<file path="config.mk">
export PLATFORM = sky130hd
export DESIGN_NAME = return_stack_and_target_history
export DESIGN_NICKNAME = d
export VERILOG_FILES = /design/src/rsth_pkg.sv /design/src/rsth_history.sv /design/src/rsth_stack.sv /design/src/return_stack_and_target_history.sv
export SDC_FILE = /design/constraint.sdc
export NUM_CORES = 2
export LEC_CHECK = 0
export BUFFER_PORTS_ARGS = -buffer_cell sky130_fd_sc_hd__buf_2
export CELL_PAD_IN_SITES_DETAIL_PLACEMENT = 1
export CELL_PAD_IN_SITES_GLOBAL_PLACEMENT = 2
export CORE_ASPECT_RATIO = 1.1
export CORE_UTILIZATION = 36
export DETAILED_ROUTE_END_ITERATION = 6
export PLACE_DENSITY = 0.78
export SLEW_MARGIN = 40
export SYNTH_ARGS = -nofsm -noshare
export SYNTH_HDL_FRONTEND = slang
export SYNTH_SLANG_ARGS = --single-unit
</file>
<file path="constraint.sdc">
create_clock -name clk_i -period 7.2 [get_ports clk_i]
set_clock_uncertainty 0.05 [all_clocks]
set_input_delay 1.8 -clock clk_i [delete_from_list [all_inputs] [get_ports clk_i]]
set_output_delay 1.8 -clock clk_i [all_outputs]
set_load 0.01 [all_outputs]
</file>
<file path="src/rsth_pkg.sv">
// Shared types and codes for the return stack and target history block.
// No dependencies.
package rsth_pkg;

  localparam int unsigned AddrW = 64;
  localparam int unsigned CallOffset = 4;

  typedef enum logic [1:0] {
    KIND_OTHER         = 2'd0,
    KIND_DIRECT_CALL   = 2'd1,
    KIND_INDIRECT_CALL = 2'd2,
    KIND_RETURN        = 2'd3
  } kind_e;

  typedef struct packed {
    logic [AddrW-1:0] branch_address;
    kind_e            branch_kind;
    logic [AddrW-1:0] target_address;
  } branch_t;

endpackage

</file>
<file path="src/rsth_history.sv">
// Target-path history shift register, updated once per branch beat.
// Depends on rsth_pkg.
module rsth_history #(
  parameter int unsigned HISTORY_WORDS = 16
) (
  input  logic                      clk_i,
  input  logic                      rst_ni,
  input  logic                      en_i,
  input  logic [rsth_pkg::AddrW-1:0] target_i,
  output logic [rsth_pkg::AddrW-1:0] word0_d_o
);
  import rsth_pkg::*;

  logic [AddrW-1:0] hist_q [HISTORY_WORDS];
  logic [AddrW-1:0] hist_d [HISTORY_WORDS];

  // carry into word w is bits 33:32 of word w-1 after its update
  always_comb begin
    hist_d[0] = (hist_q[0] << 2) ^ {{(AddrW-8){1'b0}}, target_i[9:2]};
    for (int w = 1; w < HISTORY_WORDS; w++) begin
      hist_d[w] = (hist_q[w] << 2) ^ {{(AddrW-2){1'b0}}, hist_d[w-1][33:32]};
    end
  end

  always_ff @(posedge clk_i or negedge rst_ni) begin
    if (!rst_ni) begin
      for (int w = 0; w < HISTORY_WORDS; w++) begin
        hist_q[w] <= '0;
      end
    end else if (en_i) begin
      for (int w = 0; w < HISTORY_WORDS; w++) begin
        hist_q[w] <= hist_d[w];
      end
    end
  end

  assign word0_d_o = hist_d[0];

endmodule

</file>
<file path="src/rsth_stack.sv">
// Circular return address stack with saturating live count and cached top entry.
// Depends on rsth_pkg.
module rsth_stack #(
  parameter int unsigned STACK_DEPTH = 16,
  localparam int unsigned CntW = $clog2(STACK_DEPTH + 1)
) (
  input  logic                      clk_i,
  input  logic                      rst_ni,
  input  logic                      en_i,
  input  rsth_pkg::branch_t         branch_i,
  output logic [rsth_pkg::AddrW-1:0] top_d_o,
  output logic [CntW-1:0]           cnt_d_o
);
  import rsth_pkg::*;

  localparam int unsigned PtrW = (STACK_DEPTH > 1) ? $clog2(STACK_DEPTH) : 1;
  localparam logic [PtrW-1:0] PtrLast = PtrW'(STACK_DEPTH - 1);
  localparam logic [CntW-1:0] CntFull = CntW'(STACK_DEPTH);

  logic [AddrW-1:0] stack_q [STACK_DEPTH];
  logic [AddrW-1:0] top_q, top_d, push_val;
  logic [PtrW-1:0]  ptr_q, ptr_d, ptr_up, ptr_dn;
  logic [CntW-1:0]  cnt_q, cnt_d;
  logic             is_call, is_pop;

  assign ptr_up   = (ptr_q == PtrLast) ? '0 : ptr_q + PtrW'(1);
  assign ptr_dn   = (ptr_q == '0) ? PtrLast : ptr_q - PtrW'(1);
  assign push_val = branch_i.branch_address + AddrW'(CallOffset);

  assign is_call = (branch_i.branch_kind == KIND_DIRECT_CALL) ||
                   (branch_i.branch_kind == KIND_INDIRECT_CALL);
  // other branches that hit a live top also pop
  assign is_pop  = (branch_i.branch_kind == KIND_RETURN) ||
                   ((branch_i.branch_kind == KIND_OTHER) && (cnt_q != '0) &&
                    (top_q == branch_i.target_address));

  always_comb begin
    ptr_d = ptr_q;
    cnt_d = cnt_q;
    top_d = top_q;
    if (is_call) begin
      ptr_d = ptr_up;
      cnt_d = (cnt_q == CntFull) ? cnt_q : cnt_q + CntW'(1);
      top_d = push_val;
    end else if (is_pop) begin
      ptr_d = ptr_dn;
      cnt_d = (cnt_q != '0) ? cnt_q - CntW'(1) : cnt_q;
      top_d = stack_q[ptr_dn];
    end
  end

  always_ff @(posedge clk_i or negedge rst_ni) begin
    if (!rst_ni) begin
      ptr_q <= '0;
      cnt_q <= '0;
      top_q <= '0;
      for (int i = 0; i < STACK_DEPTH; i++) begin
        stack_q[i] <= '0;
      end
    end else if (en_i) begin
      ptr_q <= ptr_d;
      cnt_q <= cnt_d;
      top_q <= top_d;
      if (is_call) begin
        stack_q[ptr_up] <= push_val;
      end
    end
  end

  assign top_d_o = top_d;
  assign cnt_d_o = cnt_d;

endmodule

</file>
<file path="src/return_stack_and_target_history.sv">
// Top level: input beat register, stack and history update, result register.
// Depends on rsth_pkg, rsth_history and rsth_stack.
//
// Usage:
//   Input channel (branch_*_i, target_address_i) carries one resolved branch
//   per beat. Output channel carries the updated return prediction, its valid
//   flag, the live stack count and the lowest history word.
//   Each input beat gives exactly one output beat, in order.
//   An accepted beat passes the input register, then the result register, which
//   raises out_valid_o; a stalled output keeps it waiting in the input register.
//   Throughput: one beat per cycle while the output is not stalled; the stack
//   pointer, count and history all update between the registers as a beat advances.
//   Reset: history, stack entries, pointer and count clear to zero, and both
//   pipeline registers empty.
//   Output stall: the result register holds; the input register still takes
//   one more beat, after which in_ready_o drops until out_ready_i returns.
module return_stack_and_target_history #(
  parameter int unsigned STACK_DEPTH   = 16,
  parameter int unsigned HISTORY_WORDS = 16,
  localparam int unsigned CntW = $clog2(STACK_DEPTH + 1)
) (
  input  logic                       clk_i,
  input  logic                       rst_ni,
  input  logic                       in_valid_i,
  output logic                       in_ready_o,
  input  logic [rsth_pkg::AddrW-1:0] branch_address_i,
  input  logic [1:0]                 branch_kind_i,
  input  logic [rsth_pkg::AddrW-1:0] target_address_i,
  output logic                       out_valid_o,
  input  logic                       out_ready_i,
  output logic [rsth_pkg::AddrW-1:0] return_prediction_o,
  output logic                       return_valid_o,
  output logic [CntW-1:0]            stack_count_o,
  output logic [rsth_pkg::AddrW-1:0] history_low_word_o
);
  import rsth_pkg::*;

  branch_t          in_q;
  logic             in_valid_q;
  logic             out_valid_q;
  logic             advance;
  logic             in_fire;
  logic [AddrW-1:0] top_d, hist0_d;
  logic [CntW-1:0]  cnt_d;
  logic [AddrW-1:0] pred_q, hist_q;
  logic [CntW-1:0]  cnt_q;

  assign advance    = in_valid_q && (!out_valid_q || out_ready_i);
  assign in_ready_o = !in_valid_q || advance;
  assign in_fire    = in_valid_i && in_ready_o;

  always_ff @(posedge clk_i or negedge rst_ni) begin
    if (!rst_ni) begin
      in_valid_q <= 1'b0;
    end else if (in_fire) begin
      in_valid_q <= 1'b1;
    end else if (advance) begin
      in_valid_q <= 1'b0;
    end
  end

  always_ff @(posedge clk_i) begin
    if (in_fire) begin
      in_q.branch_address <= branch_address_i;
      in_q.branch_kind    <= kind_e'(branch_kind_i);
      in_q.target_address <= target_address_i;
    end
  end

  rsth_history #(
    .HISTORY_WORDS(HISTORY_WORDS)
  ) u_history (
    .clk_i    (clk_i),
    .rst_ni   (rst_ni),
    .en_i     (advance),
    .target_i (in_q.target_address),
    .word0_d_o(hist0_d)
  );

  rsth_stack #(
    .STACK_DEPTH(STACK_DEPTH)
  ) u_stack (
    .clk_i   (clk_i),
    .rst_ni  (rst_ni),
    .en_i    (advance),
    .branch_i(in_q),
    .top_d_o (top_d),
    .cnt_d_o (cnt_d)
  );

  always_ff @(posedge clk_i or negedge rst_ni) begin
    if (!rst_ni) begin
      out_valid_q <= 1'b0;
    end else if (advance) begin
      out_valid_q <= 1'b1;
    end else if (out_ready_i) begin
      out_valid_q <= 1'b0;
    end
  end

  always_ff @(posedge clk_i) begin
    if (advance) begin
      pred_q <= top_d;
      cnt_q  <= cnt_d;
      hist_q <= hist0_d;
    end
  end

  assign out_valid_o         = out_valid_q;
  assign return_prediction_o = pred_q;
  assign return_valid_o      = (cnt_q != '0);
  assign stack_count_o       = cnt_q;
  assign history_low_word_o  = hist_q;

endmodule

</file>
==> flow_summary.ini <==
[sta]
rsz0062_at_grt = false
fin_crit_sh_pct = 68.1
slew_headroom_pct = 33.1
tightest_slew_ns = 0.997
post-route-min-period_ns = 4.90
finalSetupTns_ns = 0
setup_viol = 0
max_freq_mhz = 204
hold_viol = 0
final-max-slew-violation-count = 0

[critical_path]
cp-end-kind = flip-flop
slowest_stage = dfrtp_4
path_cells = inv_1, ha_1, o21ba_2, a211o_1, buf_4, and2_4, o211ai_1, nand3_1, nor3_1, a221oi_1
worstPathRequired_ns = 7.63
cp.arrival_ns = 5.33
cpPeakStageDelay_ns = 0.96
critPathLaunchType = flip-flop
timing.reg2reg.worst_path_depth = 10
crit_type = flip-flop to flip-flop
critPathMaxFanout = 37

[power_and_ir_drop]
leakage_nw = 31.0
p_per_area_nw_per_um2 = 455
ir_drop_mv = 0.266

[yosys]
synthTopCellsByArea = dfrtp_1, edfxtp_1, nand2_1
synth_top_cells_by_count = nand2_1, dfrtp_1, o21ai_0, clkbuf_1, edfxtp_1
synth-main-ff-cell = dfrtp_1
yosysTopAreaCell = dfrtp_1
yosysSeqAreaShare_pct = 59.6
synth_seq_cells = 1424
synth_area_sq_um = 62000
synth_edf_count = 263
ys_types = 72
synth_most_common_cell = nand2_1
async_flop_share_pct = 81.5
synth_cells = 5663
synth_top_area_share_pct = 46.9
syn_nets = 5808
yosysWarnings = 0
synth_area_per_cell_sq_um = 10.9

[min_path]
hold_depth = 0
min_path_type = flip-flop to flip-flop

[finish]
finalNetCount = 5906
fin_cells = 8147
drive_gt1_share_pct = 17.5
syn2layout_area_growth_pct = 16.0

[global_route]
grt_max_degree = 151
grt_pass1_vias = 47000
antenna_found_initial = 7
grt_pass1_wl_um = 312000
grt_util_all_layers_pct = 23.9
grt_overflow = 0

[routing]
drt-initial-drc-count = 3168
dr.pass1.iters = 5
vias_per_cell = 5.53
antenna_left = 0
drt_wl_total_um = 207000
num_vias = 45000
drc = 0
wire_per_inst_um = 25.4

[floorplanning]
die_area_sq_um = 174000
die_x_um = 398
rows = 159
ioPinCount = 270
core_sq_um = 171000
die_h_um = 437
initial_core_util_pct = 36.3

[clocking]
clk_path_buf_depth = 3
worstSkewPairLatency_ns = 0.80
cts_setup_buffers = 0
cts_root_buf = clkbuf_16
path_clk_slew_ns = 0.06
htree_levels = 4
cts_tree = built
hold_buffers = 0
cts-buffers-inserted = 150
cts_resized = 0
cts_sinks = 1424

[placement]
numPortBuffers = 269
hpwlAfterDp_um = 135000
place_inst = 7858
place.gp.congestion = 0.852

[outcome]
status = finished, final reports clean

[flow_run]
cap_violations = 0
[worst max-delay path: cells and delay by family (launching register included)]
| family | cells | cell delay (ns) |
|---|---|---|
| flops | 1 | 0.96 |
| compound gates | 4 | 1.54 |
| simple gates | 3 | 0.93 |
| buf+inv | 2 | 0.55 |
| fa+ha+maj | 1 | 0.48 |
[placed cells by master, fill, tap and decap left out, drive strengths merged, types with 10 or more instances in the layout]
master,netlist,routed
mux2i,84,84
nor2,114,114
dfrtp,1161,1161
nor4,18,18
clkinv,3,35
o2111a,22,22
o21ai,996,996
ha,11,11
nand2,1418,1418
nand4,28,28
mux2,80,80
mux4,200,200
nor3,72,72
o31ai,10,10
and2,26,26
a221oi,34,34
and3,23,23
o211ai,94,94
edfxtp,263,263
xnor2,79,79
a31oi,40,40
nand3,145,145
nand2b,15,15
bufinv,0,18
xor2,43,43
a22oi,63,63
buf,102,422
a21oi,18,18
a211oi,19,19
clkbuf,374,213
inv,28,36
[routing by layer]
layer,track usage (%),wire (um),vias to the layer above
met4,9.36,8110,2
met5,0,13,-
met3,3.44,9840,309
met2,38.9,98700,1108
li1,-,-,20100
met1,32.3,89900,23500
[final cells by class]
type                    instances  area, sq um
diodes                          6         15.0
repair buffers                422         3000
multi-input cells            3732        23600
clock buffers                 213         4480
flip-flops and latches       1424        37000
well taps                    2254         2820
fillers                     18500        99000
clock inverters                65          852
inverters                      31          128
[registers in the layout (all words and copies together) (netlist names)]
signal               count
u_stack.stack_q       1024
in_q                   130
history_low_word_o      64
return_prediction_o     64
u_stack.top_q           64
u_history.hist_q        62
stack_count_o            5
u_stack.cnt_q            5
u_stack.ptr_q            4
in_valid_q               1
out_valid_o              1
[final timing paths]
path / startpoint / end / slack (ns)
max: u_stack.ptr_q[0]$_DFFE_PN0P_ / return_prediction_o[21]$_DFFE_PP_ / 2.30
min: u_history.hist_q[1021]$_DFFE_PN0P_ / history_low_word_o[63]$_DFFE_PP_ / 0.41
max reg2reg: u_stack.ptr_q[0]$_DFFE_PN0P_ / return_prediction_o[21]$_DFFE_PP_ / 2.30
min reg2reg: u_history.hist_q[1021]$_DFFE_PN0P_ / history_low_word_o[63]$_DFFE_PP_ / 0.41
max in group asynchronous: rst_ni / u_stack.stack_q[720]$_DFFE_PN0P_ / 4.51
min in group asynchronous: rst_ni / u_stack.cnt_q[4]$_DFFE_PN0P_ / 0.86
[power by group]
group	internal (mW)	total [mW]	switching, mW
clock	5.00	8.38	3.39
sequential	11.1	12.9	1.80
combinational	4.33	11.4	7.06
[kinds of logic (layout without fill, tap and decap cells)]
| kind of cell | count (synthesis) | after routing | share of synthesized area [%] |
|---|---|---|---|
| AND/OR/NAND/NOR | 1883 | 1883 | 12.5 |
| flip-flops | 1424 | 1424 | 59.6 |
| AO/OA/AOI/OAI | 1352 | 1352 | 12.5 |
| buffers and inverters | 507 | 731 | 3.24 |
| multiplexers | 364 | 364 | 10.1 |
| XOR/XNOR | 122 | 122 | 1.72 |
| adder cells (fa/ha/maj) | 11 | 11 | 0.222 |
| other | 0 | 6 | 0 |
[metrics by stage]
stage | hold WS [ns] | power [mW] | util [%] | cell area (sq um) | setup WS [ns]
2_1_floorplan | 0.375 | 19.6 | - | 62000 | 0.247
3_3_place_gp | 0.381 | 23.8 | 38.6 | 65900 | 2.04
3_5_place_dp | 0.387 | 24.4 | 38.9 | 66400 | 2.22
4_1_cts | 0.416 | 32.8 | 42.0 | 71800 | 2.18
5_1_grt | 0.427 | 34.5 | 42.1 | 71900 | 2.18
6_report | 0.410 | 32.7 | 42.1 | 71900 | 2.30
Note: power is estimated with default switching activity, not from simulation.
